[src/rtl/cwfs_pkg.sv]
// ----------------------------------------------------------------------------
// cwfs_pkg: shared types and constants for the credit window frame sender
// Result kinds, widths, controller state encoding and the command/status
// structs between the controller and the datapath.
// ----------------------------------------------------------------------------
package cwfs_pkg;

    localparam int TAG_W    = 16;
    localparam int CREDIT_W = 16;
    localparam int KIND_W   = 2;
    localparam int ENTRY_W  = TAG_W + 1;   // final flag above the tag

    localparam logic [CREDIT_W-1:0] CREDIT_RESET = 16'd16;
    localparam logic [CREDIT_W-1:0] CREDIT_MAX   = 16'hFFFF;

    localparam logic [KIND_W-1:0] KIND_FRAME = 2'd0;
    localparam logic [KIND_W-1:0] KIND_ACK   = 2'd1;
    localparam logic [KIND_W-1:0] KIND_DROP  = 2'd2;

    localparam logic REQ_LOCAL = 1'b0;

    typedef enum logic [5:0] {
        ST_IDLE     = 6'b000001,
        ST_DISPATCH = 6'b000010,
        ST_FETCH    = 6'b000100,
        ST_CHECK    = 6'b001000,
        ST_NEWITEM  = 6'b010000,
        ST_FINISH   = 6'b100000
    } state_t;

    typedef struct packed {
        logic load_item;   // capture accepted transaction
        logic credit_inc;  // partner ack: one more credit, saturating
        logic send_head;   // release queue head as a frame
        logic send_new;    // send the held local frame
        logic enqueue;     // queue the held local frame
        logic drop;        // report the held local frame as dropped
        logic emit_ack;    // emit an ack
        logic flush;       // close the transaction's results
    } cmd_t;

    typedef struct packed {
        logic req_type;
        logic frame_final;
        logic data_present;
        logic head_ok;       // queue head may leave now
        logic credit_zero;
        logic queue_full;
        logic stage_blocked; // a new result cannot be staged this cycle
    } status_t;

endpackage

[src/rtl/credit_window_frame_sender.sv]
// ----------------------------------------------------------------------------
// credit_window_frame_sender: sending side of a credit flow controlled exchange
// Sends, queues or drops local frames against a credit window, releases queued
// frames as credit allows, and answers non-final partner data frames with acks.
//
//   channel   direction  handshake             payload
//   s_        in         s_valid / s_ready     s_req_type, s_frame_tag,
//                                              s_is_final, s_has_payload
//   m_        out        m_valid / m_ready     out_kind, out_tag, last
//   cfg_      in         cfg_valid / cfg_ready initial_window (loads credit)
//
// One transaction at a time. A local send: dispatch, a fetch and check per
// frame released and a last one, new frame, finish. A partner ack: the same
// without new frame. A partner data frame: dispatch, finish. Fetch waits on
// the registered queue head read. Results are held one deep and leave
// through an output register, so a stall on m_ready holds the sequence
// without loss. Synchronous active-low reset: credit back to 16, queue empty.
// ----------------------------------------------------------------------------
module credit_window_frame_sender #(
    parameter int QUEUE_DEPTH = 16
) (
    input  logic                          aclk,
    input  logic                          aresetn,
    input  logic                          cfg_valid,
    output logic                          cfg_ready,
    input  logic [cwfs_pkg::CREDIT_W-1:0] cfg_initial_window,
    input  logic                          s_valid,
    output logic                          s_ready,
    input  logic                          s_req_type,
    input  logic [cwfs_pkg::TAG_W-1:0]    s_frame_tag,
    input  logic                          s_is_final,
    input  logic                          s_has_payload,
    output logic                          m_valid,
    input  logic                          m_ready,
    output logic [cwfs_pkg::KIND_W-1:0]   m_out_kind,
    output logic [cwfs_pkg::TAG_W-1:0]    m_out_tag,
    output logic                          m_last
);

    cwfs_pkg::cmd_t    cmd;
    cwfs_pkg::status_t status;

    assign cfg_ready = 1'b1;

    cwfs_ctrl u_ctrl (
        .aclk    (aclk),
        .aresetn (aresetn),
        .s_valid (s_valid),
        .s_ready (s_ready),
        .status  (status),
        .cmd     (cmd)
    );

    cwfs_datapath #(
        .QUEUE_DEPTH (QUEUE_DEPTH)
    ) u_datapath (
        .aclk               (aclk),
        .aresetn            (aresetn),
        .cfg_write          (cfg_valid && cfg_ready),
        .cfg_initial_window (cfg_initial_window),
        .s_req_type         (s_req_type),
        .s_frame_tag        (s_frame_tag),
        .s_is_final         (s_is_final),
        .s_has_payload      (s_has_payload),
        .cmd                (cmd),
        .status             (status),
        .m_valid            (m_valid),
        .m_ready            (m_ready),
        .m_out_kind         (m_out_kind),
        .m_out_tag          (m_out_tag),
        .m_last             (m_last)
    );

endmodule

[src/rtl/cwfs_ctrl.sv]
// ----------------------------------------------------------------------------
// cwfs_ctrl: sequencing controller
// Walks one transaction at a time through dispatch, queue drain, handling of
// the new frame and the close of its results.
// ----------------------------------------------------------------------------
module cwfs_ctrl (
    input  logic              aclk,
    input  logic              aresetn,
    input  logic              s_valid,
    output logic              s_ready,
    input  cwfs_pkg::status_t status,
    output cwfs_pkg::cmd_t    cmd
);

    cwfs_pkg::state_t state_reg, state_next;

    always_ff @(posedge aclk) begin
        if (!aresetn) begin
            state_reg <= cwfs_pkg::ST_IDLE;
        end else begin
            state_reg <= state_next;
        end
    end

    always_comb begin
        state_next = state_reg;
        cmd        = '0;
        s_ready    = 1'b0;
        unique case (state_reg)
            cwfs_pkg::ST_IDLE: begin
                s_ready = 1'b1;
                if (s_valid) begin
                    cmd.load_item = 1'b1;
                    state_next    = cwfs_pkg::ST_DISPATCH;
                end
            end
            cwfs_pkg::ST_DISPATCH: begin
                if (status.req_type == cwfs_pkg::REQ_LOCAL) begin
                    state_next = cwfs_pkg::ST_FETCH;
                end else if (!status.data_present) begin
                    cmd.credit_inc = 1'b1;
                    state_next     = cwfs_pkg::ST_FETCH;
                end else if (!status.frame_final) begin
                    if (!status.stage_blocked) begin
                        cmd.emit_ack = 1'b1;
                        state_next   = cwfs_pkg::ST_FINISH;
                    end
                end else begin
                    state_next = cwfs_pkg::ST_FINISH;
                end
            end
            cwfs_pkg::ST_FETCH: begin
                // head entry read data lands at the end of this cycle
                state_next = cwfs_pkg::ST_CHECK;
            end
            cwfs_pkg::ST_CHECK: begin
                if (status.head_ok) begin
                    if (!status.stage_blocked) begin
                        cmd.send_head = 1'b1;
                        state_next    = cwfs_pkg::ST_FETCH;
                    end
                end else if (status.req_type == cwfs_pkg::REQ_LOCAL) begin
                    state_next = cwfs_pkg::ST_NEWITEM;
                end else begin
                    state_next = cwfs_pkg::ST_FINISH;
                end
            end
            cwfs_pkg::ST_NEWITEM: begin
                if (status.credit_zero && !status.queue_full) begin
                    cmd.enqueue = 1'b1;
                    state_next  = cwfs_pkg::ST_FINISH;
                end else if (!status.stage_blocked) begin
                    cmd.drop     = status.credit_zero;
                    cmd.send_new = !status.credit_zero;
                    state_next   = cwfs_pkg::ST_FINISH;
                end
            end
            cwfs_pkg::ST_FINISH: begin
                if (!status.stage_blocked) begin
                    cmd.flush  = 1'b1;
                    state_next = cwfs_pkg::ST_IDLE;
                end
            end
            default: begin
                state_next = cwfs_pkg::ST_IDLE;
            end
        endcase
    end

endmodule

[src/rtl/cwfs_datapath.sv]
// ----------------------------------------------------------------------------
// cwfs_datapath: credit counter, pending frame queue and result path
// One result is held back in a stage register so that the last flag can be
// set once it is known whether another result follows.
// ----------------------------------------------------------------------------
module cwfs_datapath #(
    parameter int QUEUE_DEPTH = 16
) (
    input  logic                               aclk,
    input  logic                               aresetn,
    input  logic                               cfg_write,
    input  logic [cwfs_pkg::CREDIT_W-1:0]      cfg_initial_window,
    input  logic                               s_req_type,
    input  logic [cwfs_pkg::TAG_W-1:0]         s_frame_tag,
    input  logic                               s_is_final,
    input  logic                               s_has_payload,
    input  cwfs_pkg::cmd_t                     cmd,
    output cwfs_pkg::status_t                  status,
    output logic                               m_valid,
    input  logic                               m_ready,
    output logic [cwfs_pkg::KIND_W-1:0]        m_out_kind,
    output logic [cwfs_pkg::TAG_W-1:0]         m_out_tag,
    output logic                               m_last
);

    localparam int PTR_W = (QUEUE_DEPTH > 1) ? $clog2(QUEUE_DEPTH) : 1;
    localparam int CNT_W = $clog2(QUEUE_DEPTH + 1);

    logic                            item_type_reg;
    logic [cwfs_pkg::TAG_W-1:0]      item_tag_reg;
    logic                            item_final_reg;
    logic                            item_payload_reg;

    logic [cwfs_pkg::CREDIT_W-1:0]   credit_reg;
    logic [PTR_W-1:0]                head_reg;
    logic [PTR_W-1:0]                tail_reg;
    logic [CNT_W-1:0]                count_reg;

    logic [cwfs_pkg::ENTRY_W-1:0]    queue_mem [QUEUE_DEPTH];
    logic [cwfs_pkg::ENTRY_W-1:0]    rd_data_reg;

    logic                            stage_valid_reg;
    logic [cwfs_pkg::KIND_W-1:0]     stage_kind_reg;
    logic [cwfs_pkg::TAG_W-1:0]      stage_tag_reg;

    logic                            m_valid_reg;
    logic [cwfs_pkg::KIND_W-1:0]     m_kind_reg;
    logic [cwfs_pkg::TAG_W-1:0]      m_tag_reg;
    logic                            m_last_reg;

    logic                            out_free;
    logic                            new_result;
    logic                            push_stage;
    logic [cwfs_pkg::KIND_W-1:0]     new_kind;
    logic [cwfs_pkg::TAG_W-1:0]      new_tag;
    logic                            head_final;

    function automatic logic [PTR_W-1:0] next_pos(input logic [PTR_W-1:0] p);
        next_pos = (p == PTR_W'(QUEUE_DEPTH - 1)) ? '0 : p + 1'b1;
    endfunction

    assign head_final = rd_data_reg[cwfs_pkg::ENTRY_W-1];
    assign out_free   = !m_valid_reg || m_ready;
    assign new_result = cmd.send_head || cmd.send_new || cmd.drop || cmd.emit_ack;
    assign push_stage = stage_valid_reg && (new_result || cmd.flush);

    always_comb begin
        new_kind = cwfs_pkg::KIND_FRAME;
        new_tag  = item_tag_reg;
        if (cmd.send_head) begin
            new_tag = rd_data_reg[cwfs_pkg::TAG_W-1:0];
        end else if (cmd.drop) begin
            new_kind = cwfs_pkg::KIND_DROP;
        end else if (cmd.emit_ack) begin
            new_kind = cwfs_pkg::KIND_ACK;
            new_tag  = '0;
        end
    end

    always_comb begin
        status.req_type      = item_type_reg;
        status.frame_final   = item_final_reg;
        status.data_present  = item_payload_reg;
        status.head_ok       = (count_reg != '0) && (head_final || credit_reg != '0);
        status.credit_zero   = (credit_reg == '0);
        status.queue_full    = (count_reg == CNT_W'(QUEUE_DEPTH));
        status.stage_blocked = stage_valid_reg && !out_free;
    end

    // held transaction fields
    always_ff @(posedge aclk) begin
        if (cmd.load_item) begin
            item_type_reg    <= s_req_type;
            item_tag_reg     <= s_frame_tag;
            item_final_reg   <= s_is_final;
            item_payload_reg <= s_has_payload;
        end
    end

    // credit and queue pointers
    always_ff @(posedge aclk) begin
        if (!aresetn) begin
            credit_reg <= cwfs_pkg::CREDIT_RESET;
            head_reg   <= '0;
            tail_reg   <= '0;
            count_reg  <= '0;
        end else begin
            if (cfg_write) begin
                credit_reg <= cfg_initial_window;
            end else if (cmd.credit_inc) begin
                if (credit_reg != cwfs_pkg::CREDIT_MAX) begin
                    credit_reg <= credit_reg + 1'b1;
                end
            end else if (cmd.send_head && !head_final) begin
                credit_reg <= credit_reg - 1'b1;
            end else if (cmd.send_new && !item_final_reg) begin
                credit_reg <= credit_reg - 1'b1;
            end
            if (cmd.send_head) begin
                head_reg  <= next_pos(head_reg);
                count_reg <= count_reg - 1'b1;
            end else if (cmd.enqueue) begin
                tail_reg  <= next_pos(tail_reg);
                count_reg <= count_reg + 1'b1;
            end
        end
    end

    // pending frame store
    always_ff @(posedge aclk) begin
        if (cmd.enqueue) begin
            queue_mem[tail_reg] <= {item_final_reg, item_tag_reg};
        end
        rd_data_reg <= queue_mem[head_reg];
    end

    // stage and output register
    always_ff @(posedge aclk) begin
        if (!aresetn) begin
            stage_valid_reg <= 1'b0;
            m_valid_reg     <= 1'b0;
        end else begin
            if (new_result) begin
                stage_valid_reg <= 1'b1;
            end else if (cmd.flush) begin
                stage_valid_reg <= 1'b0;
            end
            if (push_stage) begin
                m_valid_reg <= 1'b1;
            end else if (m_ready) begin
                m_valid_reg <= 1'b0;
            end
        end
    end

    always_ff @(posedge aclk) begin
        if (new_result) begin
            stage_kind_reg <= new_kind;
            stage_tag_reg  <= new_tag;
        end
        if (push_stage) begin
            m_kind_reg <= stage_kind_reg;
            m_tag_reg  <= stage_tag_reg;
            m_last_reg <= cmd.flush;
        end
    end

    assign m_valid    = m_valid_reg;
    assign m_out_kind = m_kind_reg;
    assign m_out_tag  = m_tag_reg;
    assign m_last     = m_last_reg;

endmodule

[config.mk]
export PLATFORM = sky130hd
export DESIGN_NAME = credit_window_frame_sender
export DESIGN_NICKNAME = d
export VERILOG_FILES = /design/src/rtl/cwfs_pkg.sv /design/src/rtl/credit_window_frame_sender.sv /design/src/rtl/cwfs_ctrl.sv /design/src/rtl/cwfs_datapath.sv
export SDC_FILE = /design/constraint.sdc
export NUM_CORES = 1
export LEC_CHECK = 0
export ABC_AREA = 1
export BUFFER_PORTS_ARGS = -buffer_cell sky130_fd_sc_hd__buf_4
export CAP_MARGIN = 20
export CORE_MARGIN = 3
export CORE_UTILIZATION = 50
export CTS_BUF_LIST = sky130_fd_sc_hd__clkbuf_8
export CTS_CLUSTER_DIAMETER = 30
export CTS_CLUSTER_SIZE = 14
export DETAILED_ROUTE_END_ITERATION = 7
export PLACE_DENSITY = 0.67
export SYNTH_ARGS = -nofsm -noshare
export SYNTH_HDL_FRONTEND = slang
export SYNTH_SLANG_ARGS = --single-unit
[constraint.sdc]
create_clock -name aclk -period 3.28 [get_ports aclk]
set_input_delay 0.164 -clock aclk [delete_from_list [all_inputs] [get_ports aclk]]
set_output_delay 0.164 -clock aclk [all_outputs]
set_load 0.03 [all_outputs]
==> flow_summary_export.csv, run 1 <==
group,metric,value,unit
outcome,outcome,"finished clean",
floorplan,die_w,184.7,um
logic_synthesis,synth_top_cells_by_area,"edfxtp_1 (62%), dfxtp_1 (6.8%), nor2_1 (5.5%)",
placed_design,finalWeightedCongestion,0.8630,
timing,rsz0062_at_grt,"no",
global_route,grt_pass1_vias,10650,
timing,worst_slew_pin_slew,0.8544,ns
clock_tree,clk_latency,0.62,ns
timing,finalCriticalPeriod,3.035,ns
timing,clock.fmax,329.5,MHz
timing,hold_viol_final,0,
finish,syn_to_final_growth,20.24,%
worst_setup_path,critical-path-slowest-cell,"dlygate4sd3_1",
timing,slew_headroom,0.4304,
timing,hold_ws,0.05405,ns
power,p_per_area,597.0,nW/um2
timing,drv_slew,0,
logic_synthesis,synth_largest_area_cell,"edfxtp_1",
detailed_routing,dr.pass1.iters,7,
global_route,grt_max_degree,71,
floorplan,rows,64,
finish,largest_reg_flops,272,
timing,finalSetupTns,0,ns
power,power.total,11.46,mW
finish,n_fill_cell,2372,
floorplan,io_pins,62,
logic_synthesis,synth_common_cells,"edfxtp_1 (328), nor2_1 (233), nand2_1 (217), nand3_1 (85), o21ai_0 (84)",
detailed_routing,drc_errors,0,
power,peakVddDrop,401.1,uV
placed_design,dp_hpwl,22.96,mm
logic_synthesis,synth_cell_types,41,
global_route,grt_pass1_wl,58.15,mm
timing,skew,0.04272,ns
timing,finalSetupViolCount,0,
global_route,gr-total-overflow,0,
worst_setup_path,crit_path_cell_trace,"nor2_2, nand3_4, buf_4, ha_1, nand2_1, inv_1, nand2_1, nand2_1, a21oi_1, nand2_1, nand2_1, nand3_1, nand2_1, nand2_1, inv_1, nor2_1, dlygate4sd3_1",
logic_synthesis,yosys_register_bits,382,
clock_tree,clockBufferDepth,3,
clock_tree,cts.sink_count,382,
job,cap_violations,0,
worst_setup_path,crit_path_end_kind,"flip-flop",
worst_setup_path,cp_slowest_stage_delay,0.54,ns
worst_setup_path,criticalPathCategory,"flip-flop to flip-flop",
finish,final_nets,1599,
clock_tree,clockRootBuffer,"clkbuf_8",
finish,antenna_cells,0,
worst_setup_path,critical_path.most_common_cell,"nand2_1",
logic_synthesis,synth.most_common_cell,"edfxtp_1",
floorplan,fp.dieArea,34100,um2
detailed_routing,viasPerCell,5.516,
logic_synthesis,synthArstFlopShare,0,
power,power_leakage,7.107,nW
placed_design,port_buffers,60,
logic_synthesis,ys_warn_count,0,
logic_synthesis,yosysSeqAreaShare,0.6848,
clock_tree,clk_pin_slew_worst_paths,0.07,ns
global_route,grt_usage,0.2226,
logic_synthesis,syn_nets,1437,
clock_tree,cts_tree,"done",
finish,drive_gt1_frac,0.1713,
worst_setup_path,worst-endpoint-arrival,3.52,ns
detailed_routing,vias,10980,
detailed_routing,first_iter_violations,866,
logic_synthesis,netlist.area_leader.share,0.6171,
floorplan,start_util,0.5151,
detailed_routing,routedWlPerCell,18.99,um
clock_tree,htreeDepth,3,
worst_hold_path,hp-class,"input port to flip-flop",
floorplan,die_h,184.7,um
clock_tree,cts_made_buffers,76,
worst_setup_path,cp-start-kind,"flip-flop",
logic_synthesis,synth_cells,1371,
worst_setup_path,path_max_fanout,8,
worst_setup_path,required,3.77,ns
detailed_routing,drt-total-wl,37.79,mm
logic_synthesis,yosys_most_used_dff,"edfxtp_1",
logic_synthesis,synth-edff-count,328,
global_route,antenna_found_initial,1,
detailed_routing,postRouteAntennaNets,0,
floorplan,coreArea,30990,um2
logic_synthesis,avgSynthCellArea,11.64,um2
logic_synthesis,netlist_area,15960,um2
timing,fin_crit_sh,0.9252,
## cell usage in the layout (no fill, tap or decap), types with 4 or more instances in the layout
| cell type | instances |
|---|---|
| nor3_1 | 5 |
| xnor2_1 | 4 |
| ha_1 | 22 |
| a211oi_1 | 4 |
| bufinv_16 | 8 |
| or2_2 | 6 |
| edfxtp_1 | 328 |
| nor2_1 | 215 |
| inv_1 | 88 |
| nand2_1 | 217 |
| a21oi_1 | 26 |
| o32ai_1 | 40 |
| dfxtp_1 | 52 |
| nor2_2 | 22 |
| xor2_1 | 4 |
| nor2_4 | 5 |
| clkinv_1 | 7 |
| dlygate4sd3_1 | 48 |
| clkinvlp_4 | 8 |
| o211ai_1 | 6 |
| inv_2 | 6 |
| nand3_1 | 85 |
| o221ai_1 | 28 |
| mux2i_1 | 29 |
| clkinv_2 | 10 |
| inv_6 | 10 |
| nand4_1 | 16 |
| o21ai_0 | 84 |
| buf_4 | 97 |
| clkbuf_8 | 82 |
## cells by family after synthesis
family | Yosys count | synth area share
AO/OA/AOI/OAI | 194 | 0.07909
multiplexers | 29 | 0.01819
buffers and inverters | 148 | 0.03731
adder cells (fa/ha/maj) | 26 | 0.02132
flip-flops | 382 | 0.6848
AND/OR/NAND/NOR | 583 | 0.1547
XOR/XNOR | 8 | 0.004389
other | 1 | 0.0002349
## power by group
part	switching, mW	internal [mW]	total (mW)
Combinational	0.380	0.264	0.645
Sequential	0.163	5.42	5.59
Clock	2.20	3.03	5.23
Total	2.74	8.72	11.5
## repair_timing
action                                  4_1_cts  5_1_grt
hold buffers                                 48        0
endpoints found under the setup margin        0        5
setup buffers                                 0        5
hold endpoints to repair                     48        0
gates resized for setup                       0        6
## worst paths after layout
path | start | endpoint | slack, ns | depth (start not counted)
max | u_datapath.item_payload_reg | u_datapath.credit_reg[14] | 0.25 | 17
min | cfg_valid | u_datapath.credit_reg[9] | 0.05 | 7
min reg2reg | u_datapath.stage_tag_reg[7] | u_datapath.m_out_tag[7] | 0.42 | 0
max reg2reg | u_datapath.item_payload_reg | u_datapath.credit_reg[14] | 0.25 | 17
## per-layer routing
metal,wire length [um],vias to the layer above,global-route usage
met5,13,-,0
met4,993,2,0.08073
met3,2566,85,0.05112
met2,18170,385,0.3683
met1,16040,5263,0.2903
li1,-,5242,-
## critical path, delay by kind of cell (launching register included)
| family | cells | cell delay [ns] |
|---|---|---|
| AND/OR/NAND/NOR | 11 | 1.11 |
| buffers and inverters | 4 | 0.85 |
| flip-flops | 1 | 0.41 |
| adder cells (fa/ha/maj) | 1 | 0.33 |
| AO/OA/AOI/OAI | 1 | 0.18 |
## per-stage QoR
| step | util | instance area, um2 | instances | setup slack [ns] |
|---|---|---|---|---|
| floorplan | - | 15960 | 1371 | 0.8955 |
| global placement | 0.5467 | 16940 | 1797 | 0.6434 |
| detailed placement | 0.5467 | 16940 | 1797 | 0.5949 |
| CTS | 0.6166 | 19110 | 1984 | 0.03848 |
| global route | 0.6193 | 19190 | 1990 | 0.006720 |
| finish | 0.6193 | 19190 | 1990 | 0.2453 |
## final cells by class
cell class	instances	area, um2	share of cell area
sequential	382	10940	0.5699
multi-input combinational	842	4526	0.2358
timing repair buffer	146	1229	0.06402
clock buffer	82	1129	0.05880
clock inverter	57	555.5	0.02895
tap	396	495.5	0.02582
inverter	85	320.3	0.01669
(Power assumes the default switching activity.)
==> run 2, diff against run 1 <==
==> constraint.sdc (replaced) <==
create_clock -name aclk -period 2.8 [get_ports aclk]
set_input_delay 0.14 -clock aclk [delete_from_list [all_inputs] [get_ports aclk]]
set_output_delay 0.14 -clock aclk [all_outputs]
set_load 0.03 [all_outputs]
==> flow_summary_export.csv, run 2 (synthesized netlist as in run 1, its figures left out) <==
group,metric,value,unit
finish,final_nets,1597,
clock_tree,clockRootBuffer,"clkbuf_8",
finish,largest_reg_flops,272,
finish,syn_to_final_growth,20.15,%
timing,drv_slew,0,
timing,finalSetupViolCount,0,
clock_tree,cts.sink_count,382,
worst_setup_path,reg2reg_depth,14,
worst_setup_path,cp_slowest_stage_delay,0.58,ns
detailed_routing,vias,10930,
worst_setup_path,crit_start,"u_ctrl.state_reg[5]",
worst_setup_path,critical_path.most_common_cell,"nand2_1",
worst_setup_path,criticalPathCategory,"flip-flop to flip-flop",
global_route,antenna_found_initial,0,
worst_hold_path,hp-start,"s_frame_tag[5]",
finish,layout_common_cells,"edfxtp_1 (328), nand2_1 (217), nor2_1 (216)",
floorplan,start_util,0.5151,
detailed_routing,drt-total-wl,37.72,mm
timing,finalSetupTns,0,ns
finish,n_fill_cell,2360,
timing,rsz0062_at_grt,"no",
floorplan,fp.dieArea,34100,um2
placed_design,finalWeightedCongestion,0.8726,
clock_tree,htreeDepth,3,
floorplan,rows,64,
power,p_per_area,692.6,nW/um2
detailed_routing,dr.pass1.iters,5,
placed_design,pre_cts_ws,0.3850,ns
global_route,grt_pass1_vias,10750,
placed_design,dp_hpwl,23.12,mm
floorplan,coreArea,30990,um2
finish,antenna_cells,0,
worst_setup_path,critPathTopFamily,"buffers and inverters",
power,power.total,13.28,mW
timing,hold_viol_final,0,
detailed_routing,routedWlPerCell,18.98,um
worst_setup_path,worst-endpoint-arrival,3.10,ns
global_route,grt_pass1_wl,58.97,mm
global_route,grt_max_degree,116,
finish,final_common_cell,"edfxtp_1",
worst_setup_path,reg2reg_slack,0.19,ns
timing,skew,0.06504,ns
finish,multi_input_comb_area,4496,um2
worst_setup_path,crit_path_end_kind,"flip-flop",
floorplan,die_w,184.7,um
timing,clock.fmax,383.0,MHz
clock_tree,post_cts_buffers,0,
worst_hold_path,hp-class,"input port to flip-flop",
floorplan,die_h,184.7,um
outcome,outcome,"finished clean",
worst_setup_path,r2r_start,"u_ctrl.state_reg[5]",
timing,layout_setup_ws,0.1888,ns
clock_tree,cts_tree,"done",
placed_design,port_buffers,60,
clock_tree,cts_made_buffers,73,
timing,worst_slew_pin_slew,0.8077,ns
clock_tree,clockBufferDepth,3,
detailed_routing,viasPerCell,5.495,
worst_setup_path,r2r-end,"u_datapath.credit_reg[3]",
detailed_routing,postRouteAntennaNets,0,
timing,fin_crit_sh,0.9326,
power,peakVddDrop,649.3,uV
timing,slew_headroom,0.4609,
finish,final_cells,1988,
clock_tree,clk_pin_slew_worst_paths,0.06,ns
job,cap_violations,0,
placed_design,numPlacedInstances,1808,
timing,finalCriticalPeriod,2.611,ns
worst_hold_path,holdPathEnd,"u_datapath.item_tag_reg[5]",
global_route,grt_usage,0.2251,
worst_hold_path,worstHoldPathCells,2,
detailed_routing,first_iter_violations,801,
finish,drive_gt1_frac,0.1734,
detailed_routing,drc_errors,0,
power,power_leakage,7.123,nW
clock_tree,clk_latency,0.62,ns
worst_setup_path,crit_path_cell_trace,"nor2_4, inv_2, nor2_2, nand3_2, buf_6, ha_1, nand2_1, nand2_1, a21oi_1, a2bb2oi_1, dlygate4sd3_1, nand2_1, nand2_1, nor2_1",
worst_setup_path,cp-start-kind,"flip-flop",
worst_setup_path,critPathBufInv,3,
floorplan,io_pins,62,
worst_setup_path,critical-path-slowest-cell,"dlygate4sd3_1",
global_route,gr-total-overflow,0,
finish,ff_latch_area,10940,um2
worst_setup_path,path_max_fanout,18,
worst_setup_path,required,3.29,ns
run 2: changes by cell type in the layout (fill, tap and decap cells not counted), sizes merged:
cell	delta
inv	-3
clkbuf	-4
clkinvlp	-1
nand3	-1
dlygate4sd3	-4
clkinv	+5
buf	+6
run 2: worst max path at each step:
stage / end / cells past startpoint
floorplan: u_datapath.count_reg[4] / 14
global placement: u_datapath.credit_reg[11] / 17
detailed placement: u_datapath.credit_reg[11] / 18
CTS: u_datapath.credit_reg[3] / 14
global route: u_datapath.credit_reg[3] / 14
finish: u_datapath.credit_reg[3] / 14
run 2: layout make-up:
cell class                 instances  area share
clock buffer                      78     0.05598
clock inverter                    58     0.02956
inverter                          85     0.01670
multi-input combinational        841      0.2344
sequential                       382      0.5704
tap                              396     0.02584
timing repair buffer             148     0.06714
run 2: power by group:
part	leakage, nW	internal, mW	switching, mW	total (mW)
Sequential	3.41	6.35	0.185	6.54
Combinational	2.86	0.301	0.448	0.748
Clock	0.858	3.44	2.56	6.00
Total	7.12	10.1	3.19	13.3
run 2: per-stage QoR:
stage / cell area, um2 / hold WS, ns / utilization
CTS: 19160 / 0.2145 / 0.6181
finish: 19180 / 0.2500 / 0.6188
floorplan: 15960 / 0.2389 / -
global placement: 17080 / 0.3178 / 0.5510
detailed placement: 17080 / 0.3196 / 0.5510
global route: 19180 / 0.2243 / 0.6188
run 2: routing by layer:
layer  up-vias  global-route usage  wire length, um
met5         -                   0                0
met3        65             0.03947             2153
li1       5228                   -                -
met2       346              0.3784            18580
met1      5286              0.2998            16120
met4         0             0.07443              867
run 2: repair_timing:
item,CTS,global route
hold buffers,44,0
endpoints found under the hold margin,48,0
setup endpoints to repair,0,1
resized for setup,0,3
run 2: worst reg2reg max path, stage by stage (launching register included):
cell	delay (ns)
dfxtp_1	0.34
nor2_4	0.14
inv_2	0.06
nor2_2	0.13
nand3_2	0.08
buf_6	0.18
ha_1	0.28
nand2_1	0.06
nand2_1	0.11
a21oi_1	0.18
a2bb2oi_1	0.19
dlygate4sd3_1	0.58
nand2_1	0.06
nand2_1	0.07
nor2_1	0.04
==> run 3, diff against run 2 <==
==> constraint.sdc (replaced) <==
create_clock -name aclk -period 2.7 [get_ports aclk]
set_input_delay 0.135 -clock aclk [delete_from_list [all_inputs] [get_ports aclk]]
set_output_delay 0.135 -clock aclk [all_outputs]
set_load 0.03 [all_outputs]
==> flow_summary_export.csv, run 3 (synthesized netlist as in run 1, its figures left out) <==
group,metric,value,unit
power,power_leakage,7.108,nW
floorplan,die_h,184.7,um
finish,ff_latch_area,10940,um2
timing,slew_headroom,0.4925,
clock_tree,htreeDepth,3,
timing,worst_slew_pin_slew,0.7604,ns
floorplan,start_util,0.5151,
worst_setup_path,critPathTopFamily,"buffers and inverters",
floorplan,fp.dieArea,34100,um2
power,peakVddDrop,558.7,uV
placed_design,pre_cts_ws,0.3033,ns
worst_setup_path,worst-endpoint-arrival,2.96,ns
worst_setup_path,reg2reg_depth,13,
placed_design,port_buffers,60,
power,seqPwrFrac,0.481,
timing,fin_crit_sh,0.9207,
worst_setup_path,crit_path_end_kind,"flip-flop",
placed_design,dp_hpwl,22.68,mm
global_route,gr-total-overflow,0,
outcome,outcome,"finished clean",
floorplan,die_w,184.7,um
detailed_routing,viasPerCell,5.518,
global_route,grt_max_degree,140,
finish,drive_gt1_frac,0.1734,
finish,n_fill_cell,2376,
finish,final_common_cell,"edfxtp_1",
power,clkPwrFrac,0.465,
finish,largest_reg_flops,272,
finish,final_nets,1591,
timing,finalCriticalPeriod,2.486,ns
worst_hold_path,worstHoldPathCells,2,
worst_setup_path,path_max_fanout,18,
floorplan,io_pins,62,
job,cap_violations,0,
power,switching_share,0.2377,
worst_hold_path,hp-start,"s_frame_tag[9]",
worst_setup_path,cp-start-kind,"flip-flop",
global_route,grt_pass1_vias,10810,
worst_setup_path,cp_slowest_stage_delay,0.57,ns
timing,hold_viol_final,0,
power,p_per_area,733.3,nW/um2
floorplan,coreArea,30990,um2
finish,fin_area,19220,um2
worst_setup_path,required,3.18,ns
finish,multi_input_comb_area,4488,um2
timing,finalSetupViolCount,0,
detailed_routing,drc_errors,0,
finish,syn_to_final_growth,20.44,%
timing,drv_slew,0,
detailed_routing,drt-total-wl,37.99,mm
worst_setup_path,r2r-end,"u_datapath.credit_reg[2]",
placed_design,placed_cell_area,17060,um2
worst_setup_path,critPathBufInv,4,
worst_setup_path,reg2reg_slack,0.21,ns
worst_setup_path,r2r_start,"u_ctrl.state_reg[4]",
power,p_sw,3.350,mW
clock_tree,clk_latency,0.62,ns
global_route,grt_pass1_wl,58.94,mm
clock_tree,clockRootBuffer,"clkbuf_8",
detailed_routing,postRouteAntennaNets,0,
detailed_routing,routedWlPerCell,19.17,um
worst_hold_path,holdPathEnd,"u_datapath.item_tag_reg[9]",
power,p_comb_frac,0.054,
finish,antenna_cells,0,
finish,postLayoutCoreUtil,0.6203,
global_route,grt_usage,0.2268,
finish,layout_common_cells,"edfxtp_1 (328), nor2_1 (216), nand2_1 (215)",
global_route,antenna_found_initial,2,
worst_setup_path,critical-path-slowest-cell,"dlygate4sd3_1",
clock_tree,cts_tree,"done",
worst_setup_path,criticalPathCategory,"flip-flop to flip-flop",
timing,skew,0.05244,ns
power,power.total,14.10,mW
clock_tree,cts_made_buffers,75,
worst_setup_path,crit_path_cell_trace,"nor2_4, inv_2, nor2_2, nand3_2, buf_12, inv_2, fa_1, xnor2_1, mux2i_1, dlygate4sd3_1, nand2_1, nand2_1, nor2_1",
detailed_routing,first_iter_violations,802,
placed_design,finalWeightedCongestion,0.8940,
floorplan,rows,64,
timing,clock.fmax,402.3,MHz
detailed_routing,dr.pass1.iters,5,
timing,layout_setup_ws,0.2141,ns
clock_tree,clockBufferDepth,3,
detailed_routing,vias,10940,
worst_hold_path,hp-class,"input port to flip-flop",
clock_tree,clk_pin_slew_worst_paths,0.06,ns
clock_tree,cts.sink_count,382,
power,p_int,10.75,mW
[run 3: cell types whose count changed in the layout (fill, tap and decap cells not counted), moves of 2 or more]
cell           previous run  this run
clkinv_2                 13         9
clkinvlp_4                7        10
dlygate4sd3_1            44        41
buf_12                    5         7
inv_8                     0         2
buf_4                    98        92
bufinv_16                 8        11
nand2_1                 217       215
inv_1                    86        81
clkinv_1                  6        10
nand2_2                   0         2
[run 3: area by class of cell]
| type | count | area share |
|---|---|---|
| clock buffer | 77 | 0.05513 |
| clock inverter | 61 | 0.03541 |
| inverter | 85 | 0.01666 |
| multi-input combinational | 841 | 0.2335 |
| sequential | 382 | 0.5690 |
| tap | 396 | 0.02577 |
| timing repair buffer | 140 | 0.06457 |
[run 3: repair_timing]
| item | in CTS | in global routing |
|---|---|---|
| setup endpoints to repair | 0 | 5 |
| hold buffers | 41 | 0 |
| resized for setup | 0 | 3 |
| endpoints found under the hold margin | 49 | 0 |
| buffers inserted | 0 | 0 |
[run 3: routing by layer]
layer / track usage / routed length (um) / share of wire / up-vias
met5: 0 / 0 / 0 / -
met4: 0.08974 / 1040 / 0.027 / 0
met3: 0.05447 / 3243 / 0.085 / 80
met2: 0.3770 / 18460 / 0.49 / 409
met1: 0.2894 / 15240 / 0.40 / 5218
li1: - / - / - / 5230
[run 3: metrics by stage]
stage | std cells | setup TNS [ns] | hold WS (ns)
floorplan | 1371 | 0 | 0.2339
global route | 1982 | -0.002979 | 0.2281
CTS | 1982 | 0 | 0.2139
global placement | 1803 | 0 | 0.3136
detailed placement | 1803 | 0 | 0.3146
finish | 1982 | 0 | 0.2520
[run 3: worst max-delay path by stage]
stage / from / to / cells after the start
2_1_floorplan: u_datapath.m_valid / u_datapath.count_reg[4] / 14
3_3_place_gp: u_datapath.credit_reg[0] / u_datapath.queue_mem[5][0] / 8
3_5_place_dp: u_ctrl.state_reg[4] / u_datapath.credit_reg[14] / 18
4_1_cts: u_ctrl.state_reg[4] / u_datapath.credit_reg[10] / 18
5_1_grt: u_ctrl.state_reg[4] / u_datapath.credit_reg[14] / 18
6_report: u_ctrl.state_reg[4] / u_datapath.credit_reg[2] / 13
[run 3: power by group through the flow]
stage	clock network, mW	registers (mW)	logic (mW)
final	6.56	6.78	0.764
after global routing	6.95	6.79	0.875
after floorplan	0	6.82	0.484
after CTS	6.66	6.77	0.760
after global placement	0	6.89	0.693
after detailed placement	0	6.90	0.701
